**src/hw/rtl/jrpf_pkg.sv**
```systemverilog
package jrpf_pkg;

  localparam int unsigned TableBytes = 64;
  localparam int unsigned AllTables  = 2 * TableBytes;
  localparam int unsigned MinLimit   = 8 + 4 + AllTables + 1;
  localparam int unsigned QueueDepth = 4;

  localparam logic [15:0] MinLimitW  = 16'(MinLimit);
  localparam logic [7:0]  AllTablesW = 8'(AllTables);

  localparam logic [7:0] QFirst = 8'd128;
  localparam logic [7:0] QLater = 8'd96;

  // header lengths in bytes, data byte follows at this index
  localparam logic [3:0] HdrLenNone  = 4'd0;
  localparam logic [3:0] HdrLenFirst = 4'd12;
  localparam logic [3:0] HdrLenLater = 4'd8;

  localparam logic [15:0] FillFirst = 16'd12;
  localparam logic [15:0] FillLater = 16'd8;

  // configuration register indexes
  localparam logic [1:0] RegMaxPayload = 2'd0;
  localparam logic [1:0] RegWidth      = 2'd1;
  localparam logic [1:0] RegHeight     = 2'd2;

  typedef enum logic [1:0] {
    HDR_NONE,
    HDR_FIRST,
    HDR_LATER
  } hdr_e;

  // one classified input byte, as handed from front to back
  typedef struct packed {
    logic [7:0]  data;
    hdr_e        hdr;
    logic [23:0] offset;
    logic        pkt_end;
    logic        marker;
  } cmd_t;

  function automatic logic [3:0] hdr_len(hdr_e kind);
    logic [3:0] len;
    unique case (kind)
      HDR_FIRST: len = HdrLenFirst;
      HDR_LATER: len = HdrLenLater;
      default:   len = HdrLenNone;
    endcase
    return len;
  endfunction

  function automatic logic [7:0] hdr_byte(hdr_e kind, logic [3:0] idx, logic [23:0] off,
                                          logic [7:0] wb, logic [7:0] hb);
    logic [7:0] b;
    b = 8'h00;
    if (kind == HDR_FIRST) begin
      unique case (idx)
        4'd5:    b = QFirst;
        4'd6:    b = wb;
        4'd7:    b = hb;
        4'd10:   b = 8'(AllTables >> 8);
        4'd11:   b = 8'(AllTables & 8'hff);
        default: b = 8'h00;
      endcase
    end else begin
      unique case (idx)
        4'd1:    b = off[23:16];
        4'd2:    b = off[15:8];
        4'd3:    b = off[7:0];
        4'd5:    b = QLater;
        4'd6:    b = wb;
        4'd7:    b = hb;
        default: b = 8'h00;
      endcase
    end
    return b;
  endfunction

endpackage

```
**src/hw/rtl/jrpf_front.sv**
```systemverilog
module jrpf_front import jrpf_pkg::*; (
  input  logic        clk_i,
  input  logic        rst_ni,
  input  logic        accept_i,
  input  logic [7:0]  data_byte_i,
  input  logic        frame_end_i,
  input  logic [15:0] max_payload_i,
  output cmd_t        cmd_o
);

  logic [7:0]  seen_q, seen_d;
  logic [15:0] fill_q, fill_d;
  logic [23:0] offset_q, offset_d;
  logic        open_q, open_d;
  logic        first_q, first_d;

  logic [15:0] limit;
  logic [15:0] fill_base;
  logic [15:0] fill_new;
  logic        full_pkt;

  assign limit     = (max_payload_i < MinLimitW) ? MinLimitW : max_payload_i;
  assign fill_base = open_q ? fill_q : (first_q ? FillFirst : FillLater);
  assign fill_new  = fill_base + 16'd1;
  assign full_pkt  = fill_new >= limit;

  always_comb begin
    cmd_o.data    = data_byte_i;
    cmd_o.hdr     = open_q ? HDR_NONE : (first_q ? HDR_FIRST : HDR_LATER);
    cmd_o.offset  = offset_q;
    cmd_o.pkt_end = frame_end_i | full_pkt;
    cmd_o.marker  = frame_end_i;
  end

  always_comb begin
    seen_d   = seen_q;
    offset_d = offset_q;
    fill_d   = fill_q;
    open_d   = open_q;
    first_d  = first_q;
    if (accept_i) begin
      if (seen_q < AllTablesW) begin
        seen_d = seen_q + 8'd1;
      end else begin
        offset_d = offset_q + 24'd1;
      end
      if (frame_end_i) begin
        seen_d   = '0;
        offset_d = '0;
        fill_d   = '0;
        open_d   = 1'b0;
        first_d  = 1'b1;
      end else if (full_pkt) begin
        fill_d  = '0;
        open_d  = 1'b0;
        first_d = 1'b0;
      end else begin
        fill_d = fill_new;
        open_d = 1'b1;
      end
    end
  end

  always_ff @(posedge clk_i or negedge rst_ni) begin
    if (!rst_ni) begin
      seen_q   <= '0;
      fill_q   <= '0;
      offset_q <= '0;
      open_q   <= 1'b0;
      first_q  <= 1'b1;
    end else begin
      seen_q   <= seen_d;
      fill_q   <= fill_d;
      offset_q <= offset_d;
      open_q   <= open_d;
      first_q  <= first_d;
    end
  end

endmodule

```
**src/hw/rtl/jrpf_queue.sv**
```systemverilog
module jrpf_queue import jrpf_pkg::*; #(
  parameter int unsigned DEPTH = QueueDepth
) (
  input  logic clk_i,
  input  logic rst_ni,
  input  logic wr_en_i,
  input  cmd_t wr_data_i,
  output logic full_o,
  input  logic rd_en_i,
  output cmd_t rd_data_o,
  output logic empty_o
);

  localparam int unsigned PtrW = (DEPTH > 1) ? $clog2(DEPTH) : 1;
  localparam int unsigned CntW = $clog2(DEPTH + 1);

  cmd_t            mem_q [DEPTH];
  logic [PtrW-1:0] wr_ptr_q, rd_ptr_q;
  logic [CntW-1:0] cnt_q;

  assign full_o    = cnt_q == CntW'(DEPTH);
  assign empty_o   = cnt_q == '0;
  assign rd_data_o = mem_q[rd_ptr_q];

  always_ff @(posedge clk_i) begin
    if (wr_en_i) begin
      mem_q[wr_ptr_q] <= wr_data_i;
    end
  end

  always_ff @(posedge clk_i or negedge rst_ni) begin
    if (!rst_ni) begin
      wr_ptr_q <= '0;
      rd_ptr_q <= '0;
      cnt_q    <= '0;
    end else begin
      if (wr_en_i) begin
        wr_ptr_q <= (wr_ptr_q == PtrW'(DEPTH - 1)) ? '0 : wr_ptr_q + 1'b1;
      end
      if (rd_en_i) begin
        rd_ptr_q <= (rd_ptr_q == PtrW'(DEPTH - 1)) ? '0 : rd_ptr_q + 1'b1;
      end
      if (wr_en_i && !rd_en_i) begin
        cnt_q <= cnt_q + 1'b1;
      end else if (!wr_en_i && rd_en_i) begin
        cnt_q <= cnt_q - 1'b1;
      end
    end
  end

endmodule

```
**src/hw/rtl/jrpf_back.sv**
```systemverilog
module jrpf_back import jrpf_pkg::*; (
  input  logic       clk_i,
  input  logic       rst_ni,
  input  cmd_t       cmd_i,
  input  logic       cmd_empty_i,
  output logic       cmd_pop_o,
  input  logic [7:0] width_blocks_i,
  input  logic [7:0] height_blocks_i,
  output logic [7:0] out_byte_o,
  output logic       packet_start_o,
  output logic       packet_end_o,
  output logic       marker_o,
  output logic       run_last_o,
  output logic       empty,
  input  logic       pop
);

  logic [3:0] idx_q, idx_d;
  logic       ov_q, ov_d;
  logic [7:0] byte_q;
  logic       start_q, end_q, marker_q, last_q;

  logic [3:0] len;
  logic       last;
  logic       advance;
  logic [7:0] cur_byte;

  assign len      = hdr_len(cmd_i.hdr);
  assign last     = idx_q == len;
  assign advance  = !cmd_empty_i && (!ov_q || pop);
  assign cur_byte = last ? cmd_i.data
                         : hdr_byte(cmd_i.hdr, idx_q, cmd_i.offset, width_blocks_i,
                                    height_blocks_i);
  assign cmd_pop_o = advance && last;

  always_comb begin
    idx_d = idx_q;
    ov_d  = ov_q;
    if (advance) begin
      idx_d = last ? 4'd0 : idx_q + 4'd1;
      ov_d  = 1'b1;
    end else if (pop) begin
      ov_d = 1'b0;
    end
  end

  always_ff @(posedge clk_i or negedge rst_ni) begin
    if (!rst_ni) begin
      idx_q <= '0;
      ov_q  <= 1'b0;
    end else begin
      idx_q <= idx_d;
      ov_q  <= ov_d;
    end
  end

  always_ff @(posedge clk_i) begin
    if (advance) begin
      byte_q   <= cur_byte;
      start_q  <= (idx_q == 4'd0) && (cmd_i.hdr != HDR_NONE);
      end_q    <= last && cmd_i.pkt_end;
      marker_q <= last && cmd_i.marker;
      last_q   <= last;
    end
  end

  assign empty          = !ov_q;
  assign out_byte_o     = byte_q;
  assign packet_start_o = start_q;
  assign packet_end_o   = end_q;
  assign marker_o       = marker_q;
  assign run_last_o     = last_q;

endmodule

```
**src/hw/rtl/jpeg_rtp_payload_framer.sv**
```systemverilog
// jpeg rtp payload framer: takes one frame a byte at a time (128 quantization
// table bytes, then scan bytes, frame_end on the last byte) and emits the
// rfc 2435 payload byte stream with packet start/end flags and the marker on
// the frame's last byte. the first packet carries the main header with q=128,
// the table header and both tables; later packets carry a q=96 header with
// the 24-bit scan offset. packets are cut at max_payload_size, header
// included, with a floor of 141 bytes. a byte that continues an open packet
// costs one output beat; a byte that opens the frame's first packet costs 13
// beats, one that opens a later packet 9. the back end drives one beat per
// cycle through its output register while pop keeps up, so that register
// sets the throughput; the front end takes one byte per cycle into a short
// command queue, so header bursts show up as brief full stalls on the input
// side. configuration takes effect immediately; the user must write it only
// while the block is idle, and the block itself does not enforce this.
module jpeg_rtp_payload_framer import jrpf_pkg::*; #(
  parameter int unsigned QUEUE_DEPTH = QueueDepth
) (
  input  logic        clk_i,
  input  logic        rst_ni,
  // input side, queue style
  input  logic        push,
  output logic        full,
  input  logic [7:0]  data_byte_i,
  input  logic        frame_end_i,
  // result side, queue style
  output logic        empty,
  input  logic        pop,
  output logic [7:0]  out_byte_o,
  output logic        packet_start_o,
  output logic        packet_end_o,
  output logic        marker_o,
  output logic        run_last_o,
  // configuration write channel
  input  logic        cfg_valid_i,
  output logic        cfg_ready_o,
  input  logic [1:0]  cfg_index_i,
  input  logic [15:0] cfg_data_i
);

  logic [15:0] max_payload_q;
  logic [7:0]  width_blocks_q;
  logic [7:0]  height_blocks_q;

  logic accept;
  cmd_t front_cmd;
  cmd_t head_cmd;
  logic head_empty;
  logic head_pop;

  // config writes always land at once
  assign cfg_ready_o = 1'b1;

  always_ff @(posedge clk_i or negedge rst_ni) begin
    if (!rst_ni) begin
      max_payload_q   <= 16'd1400;
      width_blocks_q  <= 8'd40;
      height_blocks_q <= 8'd30;
    end else if (cfg_valid_i) begin
      unique case (cfg_index_i)
        RegMaxPayload: max_payload_q   <= cfg_data_i;
        RegWidth:      width_blocks_q  <= cfg_data_i[7:0];
        RegHeight:     height_blocks_q <= cfg_data_i[7:0];
        default:       ;
      endcase
    end
  end

  // an input beat is taken whenever the command queue has room
  assign accept = push && !full;

  // front: tracks table/scan position and packet fill, tags each byte
  jrpf_front u_front (
    .clk_i         (clk_i),
    .rst_ni        (rst_ni),
    .accept_i      (accept),
    .data_byte_i   (data_byte_i),
    .frame_end_i   (frame_end_i),
    .max_payload_i (max_payload_q),
    .cmd_o         (front_cmd)
  );

  // decouples byte intake from header expansion
  jrpf_queue #(
    .DEPTH (QUEUE_DEPTH)
  ) u_queue (
    .clk_i     (clk_i),
    .rst_ni    (rst_ni),
    .wr_en_i   (accept),
    .wr_data_i (front_cmd),
    .full_o    (full),
    .rd_en_i   (head_pop),
    .rd_data_o (head_cmd),
    .empty_o   (head_empty)
  );

  // back: expands headers and drives one beat per cycle while pop keeps up
  jrpf_back u_back (
    .clk_i           (clk_i),
    .rst_ni          (rst_ni),
    .cmd_i           (head_cmd),
    .cmd_empty_i     (head_empty),
    .cmd_pop_o       (head_pop),
    .width_blocks_i  (width_blocks_q),
    .height_blocks_i (height_blocks_q),
    .out_byte_o      (out_byte_o),
    .packet_start_o  (packet_start_o),
    .packet_end_o    (packet_end_o),
    .marker_o        (marker_o),
    .run_last_o      (run_last_o),
    .empty           (empty),
    .pop             (pop)
  );

endmodule

```
**config.mk**
```make
export PLATFORM = sky130hd
export DESIGN_NAME = jpeg_rtp_payload_framer
export DESIGN_NICKNAME = d
export VERILOG_FILES = /design/src/hw/rtl/jrpf_pkg.sv /design/src/hw/rtl/jrpf_front.sv /design/src/hw/rtl/jrpf_queue.sv /design/src/hw/rtl/jrpf_back.sv /design/src/hw/rtl/jpeg_rtp_payload_framer.sv
export SDC_FILE = /design/constraint.sdc
export NUM_CORES = 1
export LEC_CHECK = 0
export BUFFER_PORTS_ARGS = -buffer_cell sky130_fd_sc_hd__buf_2
export CORE_UTILIZATION = 35
export CTS_CLUSTER_SIZE = 24
export DETAILED_ROUTE_END_ITERATION = 8
export HOLD_SLACK_MARGIN = 0.02
export MAX_ROUTING_LAYER = met4
export SLEW_MARGIN = 30
export SYNTH_ARGS = -nofsm -noshare
export SYNTH_HDL_FRONTEND = slang
export SYNTH_HIERARCHICAL = 1
export SYNTH_SLANG_ARGS = --single-unit
```
**constraint.sdc**
```tcl
create_clock -name clk_i -period 3.5 [get_ports clk_i]
set_input_delay 0.525 -clock clk_i [delete_from_list [all_inputs] [get_ports clk_i]]
set_output_delay 0.525 -clock clk_i [all_outputs]
set_load 0.03 [all_outputs]
```
# Yosys cells after proc, flatten, opt, wreduce, memory -nomap -nowiden
# Memories as Yosys holds them, arrays and structs flattened.
# Index checks and enable logic that the tools add are counted.
[classes] addsub=8 n_lt_le_gt_ge=3 n_eq_ne=16 n_mux=29 bitwise_logic=1 n_reduce_logical=29
[op_table] operator="$mux 16" count=4
[op_table] operator="$mux 24" count=2
[op_table] operator="$pmux 8 s6" count=1
[op_table] operator="$mux 8" count=4
[op_table] operator="$add 24x1->24 const B" count=1
[op_table] operator="$pmux 8 s3" count=1
[op_table] operator="$add 16x1->16 const B" count=1
[op_table] operator="$ge 16x16->1" count=1
[op_table] operator="$lt 16x8->1 const B" count=1
[op_table] operator="$eq 4x3->1 const B" count=3
[op_table] operator="$reduce_and 2->1" count=6
[op_table] operator="$reduce_bool 2->1" count=5
[op_table] operator="$mux 3" count=3
[op_table] operator="$add 8x1->8 const B" count=1
[op_table] operator="$eq 2x2->1 const B" count=4
[op_table] operator="$eq 4x2->1 const B" count=2
[op_table] operator="$logic_and 1x1->1" count=8
[op_table] operator="$lt 8x8->1 const B" count=1
[op_table] operator="$mux 1" count=8
[op_table] operator="$mux 2" count=4
[op_table] operator="$pmux 4 s2" count=1
[op_table] operator="$logic_not 1->1" count=5
[op_table] operator="$add 2x1->2 const B" count=2
[op_table] operator="$add 4x1->4 const B" count=1
[op_table] operator="other kinds (15)" count=16
[word_totals] reg_bits=106 mem_bits_rw=144 input_bits=32 out_inout_bits=15 word_cells=105 memories=1
[memory_table] name="u_queue.mem_q" depth=4 width=36 rd=1 rd_clocked_by_memory_dff=0 wr=1 line="jrpf_queue.sv:17" rtl="cmd_t mem_q [DEPTH];"

# Longest topological paths before layout
# Gate-level depths: netlist of run 1.
# An unclocked memory read counts as a cell.
[depth] depth_word=8 mapped_depth=16 ltp_nobuf=13

# Hierarchy
# The synthesis of run 1 kept the hierarchy.
[by_module_without_submodules] mod="jrpf_queue" n_inst=1 cells_each=225 area_each_um2=5621.6 seq_area_each_um2=4499.3
[by_module_without_submodules] mod="jrpf_front" n_inst=1 cells_each=362 area_each_um2=3184.3 seq_area_each_um2=1252.5
[by_module_without_submodules] mod="jpeg_rtp_payload_framer" n_inst=1 cells_each=71 area_each_um2=1238.7 seq_area_each_um2=815.8
[by_module_without_submodules] mod="jrpf_back" n_inst=1 cells_each=114 area_each_um2=1179.9 seq_area_each_um2=485.5

# Least setup slack after synthesis of run 1
# No wires, ideal clock.
[synth_path] kind="reg-to-reg" from="reg u_front.open_q" to="reg u_front.fill_q[15]" setup_time_ns=0.122 arrival_ns=3.166 required_time_ns=3.378 path_slack_ns=0.213 stages_incl_launch_ff=14 n_path_buf=1 period_less_slack_ns=3.287 path_cell_list="dfrtp_1 > buf_4 > inv_1 > nor2_1 > ha_1 > nand4_1 > or4_1 > a21oi_1 > ha_1 > nand2_1 > nor4_2 > or4b_1 > and3_1 > a32o_1"
[synth_via] elab_chain_cells=5
[synth_rtl] element="start, declared" line="jrpf_front.sv:14" rtl="logic open_q, open_d;"
[synth_rtl] element="start signal, assigned" line="jrpf_front.sv:75" rtl="open_q <= open_d;"
[synth_rtl] element="$mux 16 *" line="jrpf_front.sv:23" rtl="assign fill_base = open_q ? fill_q : (first_q ? FillFirst : FillLater);"
[synth_rtl] element="$add 16x1->16 *" line="jrpf_front.sv:24" rtl="assign fill_new = fill_base + 16'd1;"
[synth_rtl] element="$ge 16x16->1" line="jrpf_front.sv:25" rtl="assign full_pkt = fill_new >= limit;"
[synth_rtl] element="$mux 16 *" line="jrpf_front.sv:53" rtl="end else if (full_pkt) begin"
[synth_rtl] element="$mux 16 *" line="jrpf_front.sv:47" rtl="if (frame_end_i) begin"
[synth_rtl] element="end signal, assigned" line="jrpf_front.sv:73" rtl="fill_q <= fill_d;"
[synth_rtl] element="end, declared" line="jrpf_front.sv:12" rtl="logic [15:0] fill_q, fill_d;"
# Mark *: on every way between the ends. The rest lies on a longest branch, timed or not.
# A chain may end at the register's enable or synchronous reset.

# Worst setup path in the final report of run 1
[layout_path] from="reg u_front.fill_q[0]" to="reg u_front.fill_q[15]"
[layout_via] elab_chain_cells=5
[layout_rtl] element="$mux 16 *" line="jrpf_front.sv:23"
[layout_rtl] element="$add 16x1->16 *" line="jrpf_front.sv:24"
[layout_rtl] element="$ge 16x16->1" line="jrpf_front.sv:25"
[layout_rtl] element="$mux 16 *" line="jrpf_front.sv:53"
[layout_rtl] element="$mux 16 *" line="jrpf_front.sv:47"
# Marked as above.

==> results of run 1 <==
## worst min path at each step
stage	depth (start not counted)	end	slack [ps]	startpoint
after detailed placement	1	u_queue/cnt_q[2]$_DFFE_PN0P_	480	u_queue/cnt_q[2]$_DFFE_PN0P_
final	1	u_queue/mem_q[2][35]$_DFFE_PP_	220	data_byte_i[7]
after CTS	1	u_queue/mem_q[3][34]$_DFFE_PP_	210	data_byte_i[6]
after floorplan	0	height_blocks_q[0]$_DFFE_PN0P_	230	rst_ni
after global placement	1	u_queue/cnt_q[2]$_DFFE_PN0P_	480	u_queue/cnt_q[2]$_DFFE_PN0P_
after global routing	1	u_queue/mem_q[2][35]$_DFFE_PP_	210	data_byte_i[7]
## final cells by class
class / count / area [sq um]
fillers: 2905 / 18800
flip-flops and latches: 250 / 7050
multi-input cells: 446 / 3840
clock buffers: 35 / 714
well taps: 402 / 503
repair buffers: 72 / 483
inverters: 38 / 143
clock inverters: 10 / 51.3
## cell usage after synthesis (all sizes together) (2+ instances only)
| library cell | count | area share (%) |
|---|---|---|
| edfxtp | 156 | 42 |
| dfrtp | 81 | 18 |
| nand2 | 54 | 1.8 |
| nor2 | 54 | 1.8 |
| inv | 38 | 1.3 |
| mux4 | 36 | 7.2 |
| mux2 | 35 | 3.5 |
| buf | 33 | 2.3 |
| ha | 31 | 3.5 |
| xor2 | 23 | 1.8 |
| nand3 | 21 | 0.98 |
| o21ai | 17 | 0.76 |
| a21oi | 16 | 0.71 |
| nand4 | 16 | 0.95 |
| dfstp | 13 | 3.0 |
| xnor2 | 13 | 1.0 |
| a22oi | 11 | 0.74 |
| nor4 | 11 | 0.80 |
| mux2i | 10 | 0.89 |
| o22ai | 9 | 0.50 |
| and2 | 8 | 0.45 |
| nor3 | 7 | 0.36 |
| clkbuf | 6 | 0.20 |
| nand2b | 6 | 0.33 |
| o21a | 6 | 0.40 |
| o221ai | 6 | 0.75 |
| o2bb2ai | 6 | 0.47 |
| a222oi | 5 | 0.45 |
| and3 | 5 | 0.28 |
| a31oi | 4 | 0.22 |
| nand3b | 3 | 0.20 |
| nor2b | 3 | 0.17 |
| a2111oi | 2 | 0.16 |
| a221oi | 2 | 0.16 |
| a22o | 2 | 0.16 |
| nor3b | 2 | 0.23 |
| o31ai | 2 | 0.13 |
| o41ai | 2 | 0.16 |
| or3 | 2 | 0.11 |
| or4 | 2 | 0.17 |
## sequential cells by signal, indices dropped and copies added, names as in the netlist, 4 cells and up
name	cells
u_queue/mem_q	144
u_front/offset_q	24
max_payload_q	16
u_front/fill_q	16
height_blocks_q	8
u_back/out_byte_o	8
u_front/seen_q	8
width_blocks_q	8
u_back/idx_q	4
## per-layer routing
metal	wire (um)	vias up	global-route usage, %	share of wire (%)
met5	0	-	-	0
met4	505	0	3.86	2.2
li1	-	3030	-	-
met1	10400	3255	19.0	46
met3	854	35	1.65	3.8
met2	11000	125	23.4	48
## kinds of logic after synthesis
| kind of cell | synth area share [%] |
|---|---|
| flip-flops | 62.8 |
| AND/OR/NAND/NOR | 8.94 |
| AO/OA/AOI/OAI | 6.34 |
| multiplexers | 11.6 |
| buffers and inverters | 3.78 |
| XOR/XNOR | 2.81 |
| adder cells (fa/ha/maj) | 3.63 |
| other | 0.0334 |
## worst max-delay path, delay by kind of cell (launching register included)
| family | cells | cell delay, ps |
|---|---|---|
| adders and majority gates | 2 | 480 |
| DFF | 1 | 360 |
| and+or+nand+nor | 6 | 1400 |
| AOI/OAI and AO/OA | 3 | 580 |
| buffers and inverters | 3 | 470 |
## power groups by stage
| stage | combinational [mW] | sequential (mW) | clock, mW |
|---|---|---|---|
| 6_report | 2.77 | 4.20 | 2.47 |
| 5_1_grt | 3.03 | 4.29 | 2.64 |
| 4_1_cts | 2.80 | 4.21 | 2.54 |
| 2_1_floorplan | 1.95 | 4.30 | 0 |
| 3_5_place_dp | 2.79 | 4.27 | 0 |
| 3_3_place_gp | 2.77 | 4.24 | 0 |
## what timing repair did
action / CTS / global route
pin swaps: 0 / 4
setup endpoints to repair: 11 / 22
hold endpoints to repair: 22 / 0
hold buffers: 1 / 0
gates resized for setup: 1 / 14
buffers inserted: 0 / 4
cloned: 0 / 1
==> reports/metrics.yaml, run 1 <==
nNetsFinal: 897
final_area_sq_mm: 0.0128
grt_max_degree: 64
p_int_mw: 6.48
p_leak_nw: 4.69
p_total_mw: 9.45
worstSetupPathType: "reg2reg"
wire_per_inst_um: 18.1
setup_slack_ps: 104
place_inst: 1202
finalCriticalPeriod_ps: 3400
async_reset_ff_share_pct: 37.6
dr.pass1.iters: 5
layout_common_cells: "edfxtp_1, dfrtp_1, nand2_1"
yosys_most_used_dff: "edfxtp_1"
grt_usage_pct: 14.4
cts_root_buffer: "clkbuf_16"
synth-seq-area-share_pct: 62.8
drive_gt1_share_pct: 26.2
crit_path_end: "u_front/fill_q[15]$_DFFE_PN0P_"
insertion_delay_ps: 520
p_per_area_mw_per_mm2: 739
finClkSkew_ps: 14.8
port_buffers: 45
overflow: 0
fin_setup_tns_ps: 0
cts_tree: "done"
final_core_util_pct: 40.5
clockBufferDepth: 3
die_y_um: 181
dpl.hpwl_mm: 14.6
drv_cap: 0
fin_crit_sh_pct: 97.0
cts_max_level: 1
drt_iter0_drc: 418
placementRows: 65
ys_types: 65
clkSlewWorstSetupHoldPaths_ps: 60
core_sq_mm: 0.0316
cts_buffers: 25
slew_headroom_pct: 37.0
rrSetupSlack_ps: 100
setup-violations-final: 0
syn_area_per_cell_sq_um: 14.5
power_switching_share_pct: 31.4
numClockSinks: 250
critPathLaunchType: "flip-flop"
yosysWarnings: 6
drc: 0
place_ws_ps: -18.7
slew_violations: 0
p_switching_mw: 2.96
io_pins: 47
antenna_found_initial: 0
finalNonFillerCells: 1253
crit_slowest_cell: "or4b_4"
pwr-share-comb_pct: 29.3
initial_core_util_pct: 35.6
timing.rr.start: "u_front/fill_q[0]$_DFFE_PN0P_"
crit_chain: "inv_1, nor2_2, ha_2, nand4_1, buf_4, buf_4, o31ai_2, a21oi_2, ha_1, nand2_1, nor4_4, or4b_4, and3_1, a32o_1"
path_max_fanout: 5
grt_pass1_wl_mm: 36.4
synth_nets: 836
max_freq_ghz: 0.294
tightest_slew_ps: 945
grt_pass1_vias: 6483
clockPowerShare_pct: 26.2
synthCells: 772
vdd_drop_max_uv: 432
antenna_cells: 0
r2r-end: "u_front/fill_q[15]$_DFFE_PN0P_"
synth_edf_count: 156
wl_mm: 22.7
end_kind: "flip-flop"
crit_arrival_ps: 3790
r2r_cells: 14
synth-seq-cells: 250
synthesis.area_sq_mm: 0.0112
area_growth_pct: 14.0
cpMostUsedCell: "buf_4"
dieArea_sq_mm: 0.0328
final_common_cell: "edfxtp_1"
hold_violations: 0
cp_data_required_time_ps: 3900
viasPerCell: 5.14
max_stage_delay_ps: 550
die_x_um: 181
worstHoldPathType: "in2reg"
vias: 6445
drtAntennaViolNets: 0
place_congestion: 0.802
seqPwrFrac_pct: 44.5
place_area_sq_mm: 0.0119
outcome: "finished, final reports clean"
startpoint: "u_front/fill_q[0]$_DFFE_PN0P_"
hold_slack_ps: 222
No activity file was read; power rests on OpenSTA's default activity.
==> run 2: changes to the inputs <==
RECOVER_POWER = 50   (was not set)
==> run 2 against run 1 <==
Effect of this change:
- highest routed layer unchanged
- flip-flop and latch count unchanged
- clock skew decreased by 2.0 ps
- largest power group unchanged
- worst hold slack improved by 24 ps
- cell count unchanged
- largest cell class unchanged
- core utilization decreased by 0.14 points
- die area unchanged
- non-clock buffer count unchanged
- maximum frequency increased by 0.94%
- the run now ends with max-capacitance violations, max-slew violations left
- combinational power about the same
==> reports/metrics.yaml, run 2 (synthesis results as in run 1) <==
cp_data_required_time_ps: 3900  # about the same
worstSetupPathType: "reg2reg"  # unchanged
initial_core_util_pct: 35.6  # unchanged
numClockSinks: 250  # unchanged
port_buffers: 45  # unchanged
reg.largest.list: "u_queue/mem_q: 144 flops, u_front/offset_q: 24 flops"  # unchanged
hold-path-cell-count: 2  # was 1
insertion_delay_ps: 510  # was 520 ps
largest_reg_flops: 144  # unchanged
r2r_cells: 14  # unchanged
finClkSkew_ps: 12.7  # was 14.8 ps
path_max_fanout: 5  # unchanged
cts_root_buffer: "clkbuf_16"  # unchanged
drt_iter0_drc: 381  # was 418
vdd_drop_max_uv: 432  # about the same
place_area_sq_mm: 0.0119  # unchanged
outcome: "finished, violations left"  # was finished, final reports clean
io_pins: 47  # unchanged
layout_common_cells: "edfxtp_1, dfrtp_1, nand2_1"  # unchanged
rrSetupSlack_ps: 140  # was 100 ps
place_ws_ps: -18.7  # unchanged
dpl.hpwl_mm: 14.6  # unchanged
grt_pass1_wl_mm: 36.4  # unchanged
viasPerCell: 5.15  # was 5.14
hold_violations: 0  # unchanged
drive_gt1_share_pct: 24.7  # was 26.2%
antenna_cells: 0  # unchanged
dr.pass1.iters: 5  # unchanged
slew_headroom_pct: -47.0  # was 37.0%
crit_arrival_ps: 3760  # was 3790 ps
clockBufferDepth: 3  # unchanged
clkSlewWorstSetupHoldPaths_ps: 60  # about the same
cts_max_level: 1  # unchanged
drtAntennaViolNets: 0  # unchanged
wire_per_inst_um: 18.1  # about the same
die_y_um: 181  # unchanged
final_common_cell: "edfxtp_1"  # unchanged
grt_max_degree: 64  # unchanged
vias: 6448  # was 6445
slew_violations: 50  # was 0
grt_pass1_vias: 6483  # unchanged
worstHoldPathType: "in2reg"  # unchanged
drv_cap: 2  # was 0
drc: 0  # unchanged
grt_usage_pct: 14.4  # unchanged
failed_checks: "max-capacitance violations, max-slew violations"
core_sq_mm: 0.0316  # unchanged
fin_crit_sh_pct: 96.1  # was 97.0%
setup_slack_ps: 136  # was 104 ps
tightest_slew_ps: 2200  # was 945 ps
critPathLaunchType: "flip-flop"  # unchanged
area_growth_pct: 13.6  # was 14.0%
antenna_found_initial: 0  # unchanged
nNetsFinal: 897  # unchanged
regMostFlops: "u_queue/mem_q"  # unchanged
wl_mm: 22.7  # about the same
dieArea_sq_mm: 0.0328  # unchanged
cts_tree: "done"  # unchanged
setup-violations-final: 0  # unchanged
p_leak_nw: 4.64  # was 4.69 nW
cts_buffers: 25  # unchanged
p_total_mw: 9.44  # was 9.45 mW
final_area_sq_mm: 0.0127  # was 0.0128 sq mm
place_congestion: 0.802  # unchanged
max_freq_ghz: 0.297  # was 0.294 GHz
die_x_um: 181  # unchanged
p_per_area_mw_per_mm2: 740  # was 739 mW/mm^2
placementRows: 65  # unchanged
end_kind: "flip-flop"  # unchanged
finalCriticalPeriod_ps: 3360  # was 3400 ps
overflow: 0  # unchanged
run 2: changes by cell type in the layout (fill, tap and decap cells not counted), sizes merged:
cell | previous run | this run
buf | 71 | 58
clkbuf | 35 | 48
run 2: routing by layer:
layer  vias up  track usage (%)  wire length (um)  share of wire (%)
met5         -                -                 0                  0
met4         0             3.86               497                2.2
met3        31             1.65               774                3.4
met2       121             23.4             11000                 48
met1      3262             19.0             10400                 46
li1       3034                -                 -                  -
run 2: worst max-delay path: stages, from the launching register on:
cell and delay (ps):
dfrtp_1 360, inv_1 80, nor2_2 140, ha_2 190, nand4_1 240, buf_4 240, buf_4 130, o31ai_2 240
a21oi_2 90, ha_1 280, nand2_1 90, nor4_4 170, or4b_4 550, and3_1 190, a32o_1 250
run 2: final timing paths:
check	from	end
worst max register to register	u_front/fill_q[0]$_DFFE_PN0P_	u_front/fill_q[15]$_DFFE_PN0P_
max in group asynchronous	rst_ni	u_front/seen_q[4]$_DFFE_PN0P_
worst min register to register	u_queue/cnt_q[2]$_DFFE_PN0P_	u_queue/cnt_q[2]$_DFFE_PN0P_
min in group asynchronous	rst_ni	max_payload_q[2]$_DFFE_PN0P_
worst max-delay path	u_front/fill_q[0]$_DFFE_PN0P_	u_front/fill_q[15]$_DFFE_PN0P_
worst min-delay path	cfg_data_i[15]	max_payload_q[15]$_DFFE_PN0P_
run 2: final cells by class:
type | count | area (sq um)
multi-input combinational | 446 | 3830
timing repair buffer | 72 | 450
clock buffer | 35 | 714
sequential | 250 | 7050
inverter | 38 | 143
clock inverter | 10 | 51.3
fill | 2910 | 18800
tap | 402 | 503
run 2: timing repair:
action                                  in CTS  in global routing
hold endpoints to repair                    22                  0
hold buffers                                 1                  0
cloned                                       0                  1
endpoints found under the setup margin      11                 22
setup buffers                                0                  4
gates resized for setup                      1                 14
pin swaps                                    0                  4
run 2: report_power, final:
group | leakage (nW) | internal, mW | switching, mW | total [mW]
sequential | 2.54 | 3.91 | 0.293 | 4.20
combinational | 1.73 | 1.15 | 1.62 | 2.76
clock | 0.376 | 1.42 | 1.05 | 2.47
run 2: through the flow:
stage               hold slack [ps]  std cells  utilization (%)  TNS [ps]
finish                          246       1253             40.4         0
global route                    235       1253             40.4     -30.6
CTS                             207       1248             40.2         0
detailed placement              477       1202             37.7     -51.7
global placement                476       1202             37.7         0
floorplan                       229        772                -         0
